**config.mk**
```make
export PLATFORM = sky130hd
export DESIGN_NAME = engine_topology_table_parser_core
export DESIGN_NICKNAME = d
export VERILOG_FILES = /design/src/rtl/etp_pkg.sv /design/src/rtl/etp_parse.sv /design/src/rtl/etp_scan.sv /design/src/rtl/engine_topology_table_parser_core.sv
export SDC_FILE = /design/constraint.sdc
export NUM_CORES = 2
export LEC_CHECK = 0
export BUFFER_PORTS_ARGS = -buffer_cell sky130_fd_sc_hd__buf_2
export CAP_MARGIN = 20
export CELL_PAD_IN_SITES_DETAIL_PLACEMENT = 1
export CELL_PAD_IN_SITES_GLOBAL_PLACEMENT = 1
export CORE_MARGIN = 3
export CORE_UTILIZATION = 50
export DETAILED_ROUTE_END_ITERATION = 12
export GPL_TIMING_DRIVEN = 0
export PLACE_DENSITY = 0.74
export SYNTH_ARGS = -nofsm -noshare
export SYNTH_HDL_FRONTEND = slang
export SYNTH_HIERARCHICAL = 1
export SYNTH_SLANG_ARGS = --single-unit
```
**constraint.sdc**
```tcl
create_clock -name clk -period 4.6 [get_ports clk]
set_clock_uncertainty 0.1 [all_clocks]
set_input_delay 0 -clock clk [delete_from_list [all_inputs] [get_ports clk]]
set_output_delay 0 -clock clk [all_outputs]
set_load 0.02 [all_outputs]
```
**src/rtl/etp_pkg.sv**
```systemverilog
// Shared types and constants for the engine topology table parser.
// No dependencies; the parser, scanner, top level and testbench import this package.
package etp_pkg;

    localparam int MAX_ENTRIES = 32;
    localparam int CNT_W = $clog2(MAX_ENTRIES + 1);
    localparam int IDX_W = (MAX_ENTRIES > 1) ? $clog2(MAX_ENTRIES) : 1;
    localparam logic [CNT_W-1:0] MAX_CNT = CNT_W'(MAX_ENTRIES);

    localparam logic [1:0] ST_OK   = 2'd0;
    localparam logic [1:0] ST_BAD  = 2'd1;
    localparam logic [1:0] ST_IGN  = 2'd2;
    localparam logic [1:0] ST_MISS = 2'd3;

    localparam logic [31:0] BAD_WORD = 32'hffff_ffff;
    localparam int CHAIN_BIT = 31;
    localparam logic [1:0] POS_LAST = 2'd3;

    typedef struct packed {
        logic [5:0]  etype;
        logic [3:0]  inst;
        logic [11:0] addr;
        logic [4:0]  rst_bit;
        logic [13:0] runlist;
    } entry_t;

    localparam entry_t PEND_INIT = '{etype: 6'h3f, inst: 4'd0, addr: 12'd0,
                                     rst_bit: 5'd0, runlist: 14'd0};

    typedef struct packed {
        logic             en;
        logic [IDX_W-1:0] addr;
        entry_t           data;
    } store_wr_t;

    typedef struct packed {
        logic   done;
        logic   hit;
        entry_t data;
    } scan_res_t;

endpackage

```
**src/rtl/etp_parse.sv**
```systemverilog
// Table word parser: chain position, pending entry, entry count and flags.
// Depends on etp_pkg; issues writes into the entry store held by etp_scan.
module etp_parse
(
    input  logic                       clk,
    input  logic                       rst_n,
    input  logic                       word_go,
    input  logic [31:0]                table_word,
    input  logic                       read_fault,
    input  logic                       first_word,
    input  logic                       last_word,
    output etp_pkg::store_wr_t         store_wr,
    output logic [etp_pkg::CNT_W-1:0]  count,
    output logic                       ready,
    output logic [1:0]                 status
);
    import etp_pkg::*;

    logic [CNT_W-1:0] count_reg, count_next;
    logic             ready_reg, ready_next;
    logic             abort_reg, abort_next;
    logic [1:0]       pos_reg, pos_next;
    entry_t           pend_reg, pend_next;
    logic [1:0]       status_reg, status_next;
    store_wr_t        wr;

    always_comb
    begin
        count_next  = count_reg;
        ready_next  = ready_reg;
        abort_next  = abort_reg;
        pos_next    = pos_reg;
        pend_next   = pend_reg;
        status_next = ST_OK;
        wr          = '0;
        if (first_word)
        begin
            count_next = '0;
            ready_next = 1'b0;
            abort_next = 1'b0;
            pos_next   = 2'd0;
            pend_next  = PEND_INIT;
        end
        if (abort_next)
        begin
            status_next = ST_IGN;
        end
        else if (read_fault || table_word == BAD_WORD)
        begin
            abort_next  = 1'b1;
            status_next = ST_BAD;
        end
        else if (!(table_word == 32'd0 && pos_next == 2'd0))
        begin
            case (pos_next)
                2'd0:
                begin
                    pend_next.etype = table_word[29:24];
                    pend_next.inst  = table_word[19:16];
                end
                2'd1:
                begin
                    pend_next.addr    = table_word[23:12];
                    pend_next.rst_bit = table_word[4:0];
                end
                2'd2:
                begin
                    pend_next.runlist = table_word[23:10];
                end
                default:
                begin
                end
            endcase
            if (pos_next != POS_LAST)
                pos_next = pos_next + 2'd1;
            // A clear chain bit closes the entry; it is dropped once the table is full.
            if (!table_word[CHAIN_BIT])
            begin
                pos_next = 2'd0;
                if (count_next < MAX_CNT)
                begin
                    wr.en      = 1'b1;
                    wr.addr    = count_next[IDX_W-1:0];
                    wr.data    = pend_next;
                    count_next = count_next + CNT_W'(1);
                end
                pend_next = PEND_INIT;
            end
        end
        if (last_word)
            ready_next = (count_next != '0);
    end

    always_ff @(posedge clk or negedge rst_n)
    begin
        if (!rst_n)
        begin
            count_reg  <= '0;
            ready_reg  <= 1'b0;
            abort_reg  <= 1'b0;
            pos_reg    <= 2'd0;
            pend_reg   <= PEND_INIT;
            status_reg <= ST_OK;
        end
        else if (word_go)
        begin
            count_reg  <= count_next;
            ready_reg  <= ready_next;
            abort_reg  <= abort_next;
            pos_reg    <= pos_next;
            pend_reg   <= pend_next;
            status_reg <= status_next;
        end
    end

    always_comb
    begin
        store_wr    = wr;
        store_wr.en = wr.en && word_go;
    end

    assign count  = count_reg;
    assign ready  = ready_reg;
    assign status = status_reg;

endmodule

```
**src/rtl/etp_scan.sv**
```systemverilog
// Entry store and lookup scanner: one store read and one compare per cycle.
// Depends on etp_pkg; written by etp_parse, started by the top level.
module etp_scan
(
    input  logic                       clk,
    input  logic                       rst_n,
    input  logic                       start,
    input  logic [5:0]                 query_type,
    input  logic [3:0]                 query_inst,
    input  logic [etp_pkg::CNT_W-1:0]  count,
    input  etp_pkg::store_wr_t         store_wr,
    output etp_pkg::scan_res_t         res
);
    import etp_pkg::*;

    entry_t           mem [MAX_ENTRIES];
    entry_t           rd_data_reg;
    logic             busy_reg;
    logic [CNT_W-1:0] issue_reg;
    logic             rd_vld_reg;
    logic             rd_last_reg;
    logic [5:0]       qtype_reg;
    logic [3:0]       qinst_reg;
    logic             can_issue;
    logic             match;
    logic             done;

    assign can_issue = busy_reg && (issue_reg < count);
    assign match     = (rd_data_reg.etype == qtype_reg) && (rd_data_reg.inst == qinst_reg);
    // The scan ends on the first match or after the last stored entry has been compared.
    assign done      = busy_reg && rd_vld_reg && (match || rd_last_reg);

    always_ff @(posedge clk)
    begin
        if (store_wr.en)
            mem[store_wr.addr] <= store_wr.data;
        if (can_issue)
            rd_data_reg <= mem[issue_reg[IDX_W-1:0]];
    end

    always_ff @(posedge clk)
    begin
        if (start)
        begin
            qtype_reg <= query_type;
            qinst_reg <= query_inst;
        end
    end

    always_ff @(posedge clk or negedge rst_n)
    begin
        if (!rst_n)
        begin
            busy_reg    <= 1'b0;
            issue_reg   <= '0;
            rd_vld_reg  <= 1'b0;
            rd_last_reg <= 1'b0;
        end
        else if (start)
        begin
            busy_reg   <= 1'b1;
            issue_reg  <= '0;
            rd_vld_reg <= 1'b0;
        end
        else if (busy_reg)
        begin
            rd_vld_reg  <= can_issue && !done;
            rd_last_reg <= (issue_reg + CNT_W'(1)) == count;
            if (can_issue)
                issue_reg <= issue_reg + CNT_W'(1);
            if (done)
                busy_reg <= 1'b0;
        end
    end

    always_comb
    begin
        res.done = done;
        res.hit  = match;
        res.data = rd_data_reg;
    end

endmodule

```
**src/rtl/engine_topology_table_parser_core.sv**
```systemverilog
// Engine topology table parser. A table word request registers its result in S_WORD. A lookup
// on a ready table scans the stored entries in S_SCAN up to the first match or the last entry;
// the single entry store read port is scanned once a cycle. A lookup on a table that is not
// ready answers in the cycle after acceptance. One request is in work at a time; the next is
// accepted the cycle after the result is taken. rst_n clears all control state asynchronously;
// the entry store is not cleared and only entries below the count are read.
module engine_topology_table_parser_core
(
    input  logic        clk,
    input  logic        rst_n,
    input  logic        in_valid,
    output logic        in_stall,
    input  logic        req_type,
    input  logic [31:0] table_word,
    input  logic        read_fault,
    input  logic        first_word,
    input  logic        last_word,
    input  logic [5:0]  query_type,
    input  logic [3:0]  query_inst,
    output logic        out_valid,
    input  logic        out_stall,
    output logic [1:0]  status,
    output logic        found,
    output logic [23:0] runlist_field,
    output logic [23:0] engine_addr,
    output logic [31:0] reset_mask,
    output logic [5:0]  engine_count,
    output logic        table_ready
);
    import etp_pkg::*;

    localparam logic [1:0] S_IDLE = 2'd0;
    localparam logic [1:0] S_WORD = 2'd1;
    localparam logic [1:0] S_SCAN = 2'd2;
    localparam logic [1:0] S_OUT  = 2'd3;

    logic [1:0]       state_reg, state_next;
    logic             accept;
    logic             word_go;
    logic             scan_go;
    store_wr_t        store_wr;
    logic [CNT_W-1:0] tbl_count;
    logic             tbl_ready;
    logic [1:0]       word_status;
    scan_res_t        scan_res;

    logic [1:0]  status_reg;
    logic        found_reg;
    logic [23:0] runlist_reg;
    logic [23:0] addr_reg;
    logic [31:0] mask_reg;
    logic [5:0]  count_reg;
    logic        ready_reg;

    assign in_stall = (state_reg != S_IDLE);
    assign accept   = in_valid && !in_stall;
    assign word_go  = accept && !req_type;
    assign scan_go  = accept && req_type && tbl_ready;

    etp_parse u_parse
    (
        .clk        (clk),
        .rst_n      (rst_n),
        .word_go    (word_go),
        .table_word (table_word),
        .read_fault (read_fault),
        .first_word (first_word),
        .last_word  (last_word),
        .store_wr   (store_wr),
        .count      (tbl_count),
        .ready      (tbl_ready),
        .status     (word_status)
    );

    etp_scan u_scan
    (
        .clk        (clk),
        .rst_n      (rst_n),
        .start      (scan_go),
        .query_type (query_type),
        .query_inst (query_inst),
        .count      (tbl_count),
        .store_wr   (store_wr),
        .res        (scan_res)
    );

    always_comb
    begin
        state_next = state_reg;
        case (state_reg)
            S_IDLE:
            begin
                if (accept)
                begin
                    if (!req_type)
                        state_next = S_WORD;
                    else if (tbl_ready)
                        state_next = S_SCAN;
                    else
                        state_next = S_OUT;
                end
            end
            S_WORD:
            begin
                state_next = S_OUT;
            end
            S_SCAN:
            begin
                if (scan_res.done)
                    state_next = S_OUT;
            end
            S_OUT:
            begin
                if (!out_stall)
                    state_next = S_IDLE;
            end
            default:
            begin
                state_next = S_IDLE;
            end
        endcase
    end

    always_ff @(posedge clk or negedge rst_n)
    begin
        if (!rst_n)
            state_reg <= S_IDLE;
        else
            state_reg <= state_next;
    end

    always_ff @(posedge clk)
    begin
        if (state_reg == S_IDLE && accept && req_type && !tbl_ready)
        begin
            status_reg  <= ST_MISS;
            found_reg   <= 1'b0;
            runlist_reg <= '0;
            addr_reg    <= '0;
            mask_reg    <= '0;
            count_reg   <= 6'(tbl_count);
            ready_reg   <= tbl_ready;
        end
        else if (state_reg == S_WORD)
        begin
            status_reg  <= word_status;
            found_reg   <= 1'b0;
            runlist_reg <= '0;
            addr_reg    <= '0;
            mask_reg    <= '0;
            count_reg   <= 6'(tbl_count);
            ready_reg   <= tbl_ready;
        end
        else if (state_reg == S_SCAN && scan_res.done)
        begin
            status_reg  <= scan_res.hit ? ST_OK : ST_MISS;
            found_reg   <= scan_res.hit;
            runlist_reg <= scan_res.hit ? {scan_res.data.runlist, 10'd0} : 24'd0;
            addr_reg    <= scan_res.hit ? {scan_res.data.addr, 12'd0} : 24'd0;
            mask_reg    <= scan_res.hit ? (32'd1 << scan_res.data.rst_bit) : 32'd0;
            count_reg   <= 6'(tbl_count);
            ready_reg   <= tbl_ready;
        end
    end

    assign out_valid     = (state_reg == S_OUT);
    assign status        = status_reg;
    assign found         = found_reg;
    assign runlist_field = runlist_reg;
    assign engine_addr   = addr_reg;
    assign reset_mask    = mask_reg;
    assign engine_count  = count_reg;
    assign table_ready   = ready_reg;

endmodule

```
### Word level (Yosys, flattened, before mapping)

Memory sizes are Yosys's and may differ from the RTL's. A register that Yosys moved wholly into a read port is not among the register bits.
Cells that the tools add are included.

| word-level totals | value |
|---|---|
| memories | 1 |
| output and inout port bits | 92 |
| bits of input ports | 50 |
| register bits | 164 |
| logic and storage cells | 141 |
| RAM bits | 1312 |

| cells by class | value |
|---|---|
| multiplexer cells | 60 |
| bitwise gates (word level) | 1 |
| add/sub/neg operators | 3 |
| eq/ne operators | 13 |
| shifts and indexed selects | 1 |
| magnitude comparators | 2 |
| reduce and logical (&&, ||, !) cells | 36 |

Memory list:

| name | depth | bits a word | rd ports | clocked after Yosys merged registers in | write ports | line | source |
|---|---|---|---|---|---|---|---|
| u_scan.mem | 32 | 41 | 1 | 1 | 1 | etp_scan.sv:16 | `entry_t mem [MAX_ENTRIES];` |

Operators with widths:

| kind | number |
|---|---|
| $mux W47 | 5 |
| $mux W41 | 5 |
| $mux W6 | 12 |
| $mux W24 | 2 |
| $eq A32 B32 Y1 const B | 1 |
| $logic_not A32 Y1 | 1 |
| $mux W32 | 1 |
| $shl A1 B5 Y32 const A | 1 |
| $mux W2 | 14 |
| $mux W1 | 17 |
| $mux W17 | 1 |
| $logic_and A1 B1 Y1 | 15 |
| $mux W14 | 1 |
| $add A6 B1 Y6 const B | 2 |
| $eq A6 B6 Y1 | 2 |
| $mux W10 | 1 |
| $reduce_bool A2 Y1 | 5 |
| $pmux W2 S4 | 1 |
| $eq A2 B2 Y1 const B | 3 |
| $lt A6 B6 Y1 | 1 |
| $lt A6 B6 Y1 const B | 1 |
| $ne A2 B2 Y1 const B | 3 |
| $reduce_and A2 Y1 | 3 |
| $reduce_bool A6 Y1 | 1 |
| 11 further kinds | 17 |

### Logic depth before layout (Yosys ltp)

| depth | value |
|---|---|
| depth after elaboration | 11 |
| gate-level depth with buffers | 12 |
| mapped depth without buffers | 8 |

### Hierarchy

The synthesis kept the hierarchy.

Modules (own cells, without submodules):

| module | sequential area each (um^2) | cells an instance | instances | area each (um^2) |
|---|---|---|---|---|
| etp_scan | 41154.5 | 2158 | 1 | 51772.2 |
| etp_parse | 1333.8 | 368 | 1 | 3141.8 |
| engine_topology_table_parser_core | 1481.4 | 306 | 1 | 3110.5 |

### Worst setup path before layout

Ideal clock, no wire load.

| path | value |
|---|---|
| path kind | reg2reg |
| start point | register u_parse.abort_reg |
| end point | memory u_scan/mem[18][0] in the netlist's numbering, enable pin |
| data required time | 4060 ps |
| path slack | -96 ps |
| buffers on the path | 1 |
| stages on the path, launching flop included | 8 |
| arrival time | 4156 ps |
| library setup time | 440 ps |
| clock period less this slack | 4696 ps |
| cell sequence | dfrtp_1 > nor2b_1 > or3_1 > or3_4 > buf_2 > nor3b_1 > or3b_2 > nor2_1 |

RTL lines:

| element | line | source |
|---|---|---|
| from (decl) | etp_parse.sv:21 | `logic abort_reg, abort_next;` |
| from (signal assigned) | etp_parse.sv:109 | `abort_reg <= abort_next;` |
| to (decl) | etp_scan.sv:16 |  |

==> out/results.tsv <==
metric	value	unit
vias per cell	6.65	
Synth-to-Final Area Change	18.7	%
Power Internal	25.7	mW
die area	120000	µm²
initial antenna violation count	3	
Initial DRT Pass Iterations	6	
clk sinks	1495	
final instance area	68900	µm²
vias in the first global route	34408	
layout cell share with drive strength beyond 1	30.7	%
final worst slack	-0.0829	ns
crit-path max FO	19	
net count reported at finish	3414	
failing checks	setup timing	
P_sw	11.0	mW
Primary FF master, synth	edfxtp_1	
most frequent cells in the layout	edfxtp_1 (1370), mux4_2 (291), buf_2 (189)	
Clk pwr share	32.5	%
pre-CTS setup slack	-0.275	ns
Final setup viols	91	
run status	finished, violations left	
drt total wl	180000	µm
leak pwr	22.1	nW
CP max stage delay	0.85	ns
max FFs per register	1312	
clk root buf	clkbuf_16	
Tot GR Track Use	29.9	%
WL/cell	36.2	µm
Final Power	36.7	mW
Clock Path Buffers	3	
mapped cell area	58000	µm²
fin crit period	4.68	ns
DRC viols	0	
initial drt markers	4716	
Slowest-stage cell, CP	nor3b_1	
vias	33150	
CTS H-tree depth	4	
Final period util	102	%
Worst Setup Path Type	reg -> reg	
Max VDD drop	0.376	mV
crit path cell chain	o21bai_1, and3_1, and4_4, or3_4, buf_2, nor3b_1, nand3b_1, nor2_4, buf_12	
commonest non-fill, non-tap cell in the layout	edfxtp_1	
post-placement cell count	4566	
CP endpoint kind	flop	
I/O pins	142	
Synthesis Warnings	6	
Worst Hold Class	in -> reg	
Comb pwr share	25.1	%
Max-Cap Viols	0	
FFs w/ async S/R, synth	4.28	%
I/O Buffers	114	
gr ovfl total	0	
sequential share of power	42.4	%
Die H	347	µm
CTS tree	yes	
Critical Path AT	5.00	ns
first-pass GRT wire length	256000	µm
mean post-synth cell area	20.5	µm²
CP Launch Type	flop	
initial core utilization	50.5	%
hpwl dp	111000	µm
max-slew violation count	0	
pin count of the biggest net entering global routing	59	
sequential fraction of the synthesis area	75.8	%
Placed Area	62600	µm²
fmax	214	MHz
actual slew at the worst max-slew pin	1.08	ns
clock-pin slew on the worst setup and hold paths	0.07	ns
Top delay family on crit path	simple AND/OR/NAND/NOR gates	
FF+latch count, synth	1495	
Post-Layout Cell Count	4983	
Syn Inst Count	2832	
Num CTS Buffers	149	
Worst slew margin	27.9	%
PD cells	533	nW/µm²
post-synth cell types	77	
worst path buffer plus inverter count	2	
antenna-violating nets left	0	
Hold Fails Final Rpt	0	
sw frac	29.9	%
Required @ worst endpoint	4.92	ns
Rows	124	
clk_lat worst skew	0.76	ns
EDFF count, synth	1370	
Die W	347	µm
gpl congestion	0.847	
core area	115000	µm²
==> worst reg2reg max path, stage by stage, from the launching register on <==
cell and delay [ns]:
dfrtp_1 0.51, o21bai_1 0.19, and3_1 0.25, and4_4 0.17, or3_4 0.40, buf_2 0.28
nor3b_1 0.85, nand3b_1 0.62, nor2_4 0.64, buf_12 0.28
==> routing by layer <==
| metal | share of wire, % | global-route usage (%) | wire, µm | up-vias |
|---|---|---|---|---|
| met5 | 0.0072 | 0 | 13 | - |
| met4 | 5.7 | 14.7 | 10300 | 2 |
| met3 | 11 | 6.47 | 19100 | 534 |
| met2 | 48 | 48.5 | 86800 | 2423 |
| met1 | 36 | 38.9 | 64000 | 17358 |
| li1 | - | - | - | 12833 |
==> power groups by stage <==
stage          clock [mW]  combinational (mW)  sequential, mW
3_3_place_gp            0                8.40            15.8
5_1_grt              12.6                9.60            15.6
2_1_floorplan           0                5.70            15.8
3_5_place_dp            0                8.83            15.8
4_1_cts              12.0                9.05            15.5
6_report             11.9                9.21            15.6
==> through the flow <==
stage                      TNS, ns  util (%)  hold WS [ns]
final                        -3.16      60.0        0.0800
after detailed placement    -62.98      54.5        0.0698
after global routing         -2.36      60.0        0.0883
after CTS                        0      59.8        0.0191
after global placement    -3333.35      52.8        0.0777
after floorplan             -15.71         -        -0.396
==> timing repair <==
action / CTS / global route
pin swaps: 13 / 2
gates resized for setup: 1 / 6
hold endpoints to repair: 790 / 0
gates cloned: 2 / 0
setup endpoints to repair: 453 / 249
hold buffers: 98 / 0
buffers inserted: 29 / 8
==> cells in the mapped netlist (all sizes together) (14+ instances only) <==
| library cell | instances | area [µm²] |
|---|---|---|
| nand2 | 68 | 255 |
| edfxtp | 1370 | 41100 |
| a21oi | 78 | 469 |
| ha | 14 | 175 |
| o21ai | 16 | 80.1 |
| nand3 | 41 | 318 |
| a22o | 37 | 324 |
| o22ai | 165 | 1040 |
| nand4 | 17 | 106 |
| mux4 | 328 | 7530 |
| dfrtp | 58 | 1450 |
| nor4 | 53 | 400 |
| a22oi | 32 | 240 |
| inv | 16 | 60.1 |
| dfxtp | 61 | 1220 |
| and3 | 35 | 219 |
| clkbuf | 35 | 140 |
| nor2 | 123 | 467 |
| buf | 158 | 1240 |
==> cell type report <==
cell class                      count  area [µm²]
Clock buffer                      204        4220
Sequential cell                  1495       44000
Antenna cell                        1        2.50
Buffer                            193        1380
Multi-Input combinational cell   1149       13100
Clock inverter                     67         531
Tap cell                         1512        1890
Timing Repair Buffer              344        3710
Inverter                           18        68.8
Fill cell                        9756       46000
==> worst paths after layout <==
check / endpoint / cells after the start / slack, ns / startpoint
max in group asynchronous: u_parse/pend_reg[26]$_DFFE_PN0P_ / 4 / 3.75 / rst_n
min reg2reg: engine_addr[12]$_SDFFE_PP0P_ / 2 / 0.35 / engine_addr[12]$_SDFFE_PP0P_
min: state_reg[0]$_DFFE_PN0P_ / 5 / 0.08 / req_type
min in group asynchronous: u_parse/pend_reg[40]$_DFFE_PN1P_ / 3 / 0.30 / rst_n
max: u_scan/mem[12][24]$_DFFE_PP_ / 9 / -0.08 / u_parse/pos_reg[1]$_DFFE_PN0P_
max reg2reg: u_scan/mem[12][24]$_DFFE_PP_ / 9 / -0.08 / u_parse/pos_reg[1]$_DFFE_PN0P_
==> kinds of logic (layout without fill, tap and decap cells) <==
| family | after synthesis | after routing | synth area share, % |
|---|---|---|---|
| buffers and inverters | 211 | 826 | 2.49 |
| muxes | 336 | 336 | 13.1 |
| xor gates and xnor gates | 19 | 19 | 0.287 |
| AOI/OAI and AO/OA | 358 | 358 | 4.14 |
| other | 1 | 23 | 0.00646 |
| DFF | 1495 | 1495 | 75.8 |
| and+or+nand+nor | 398 | 400 | 3.88 |
| adders and majority gates | 14 | 14 | 0.302 |
(Power assumes the default switching activity.)
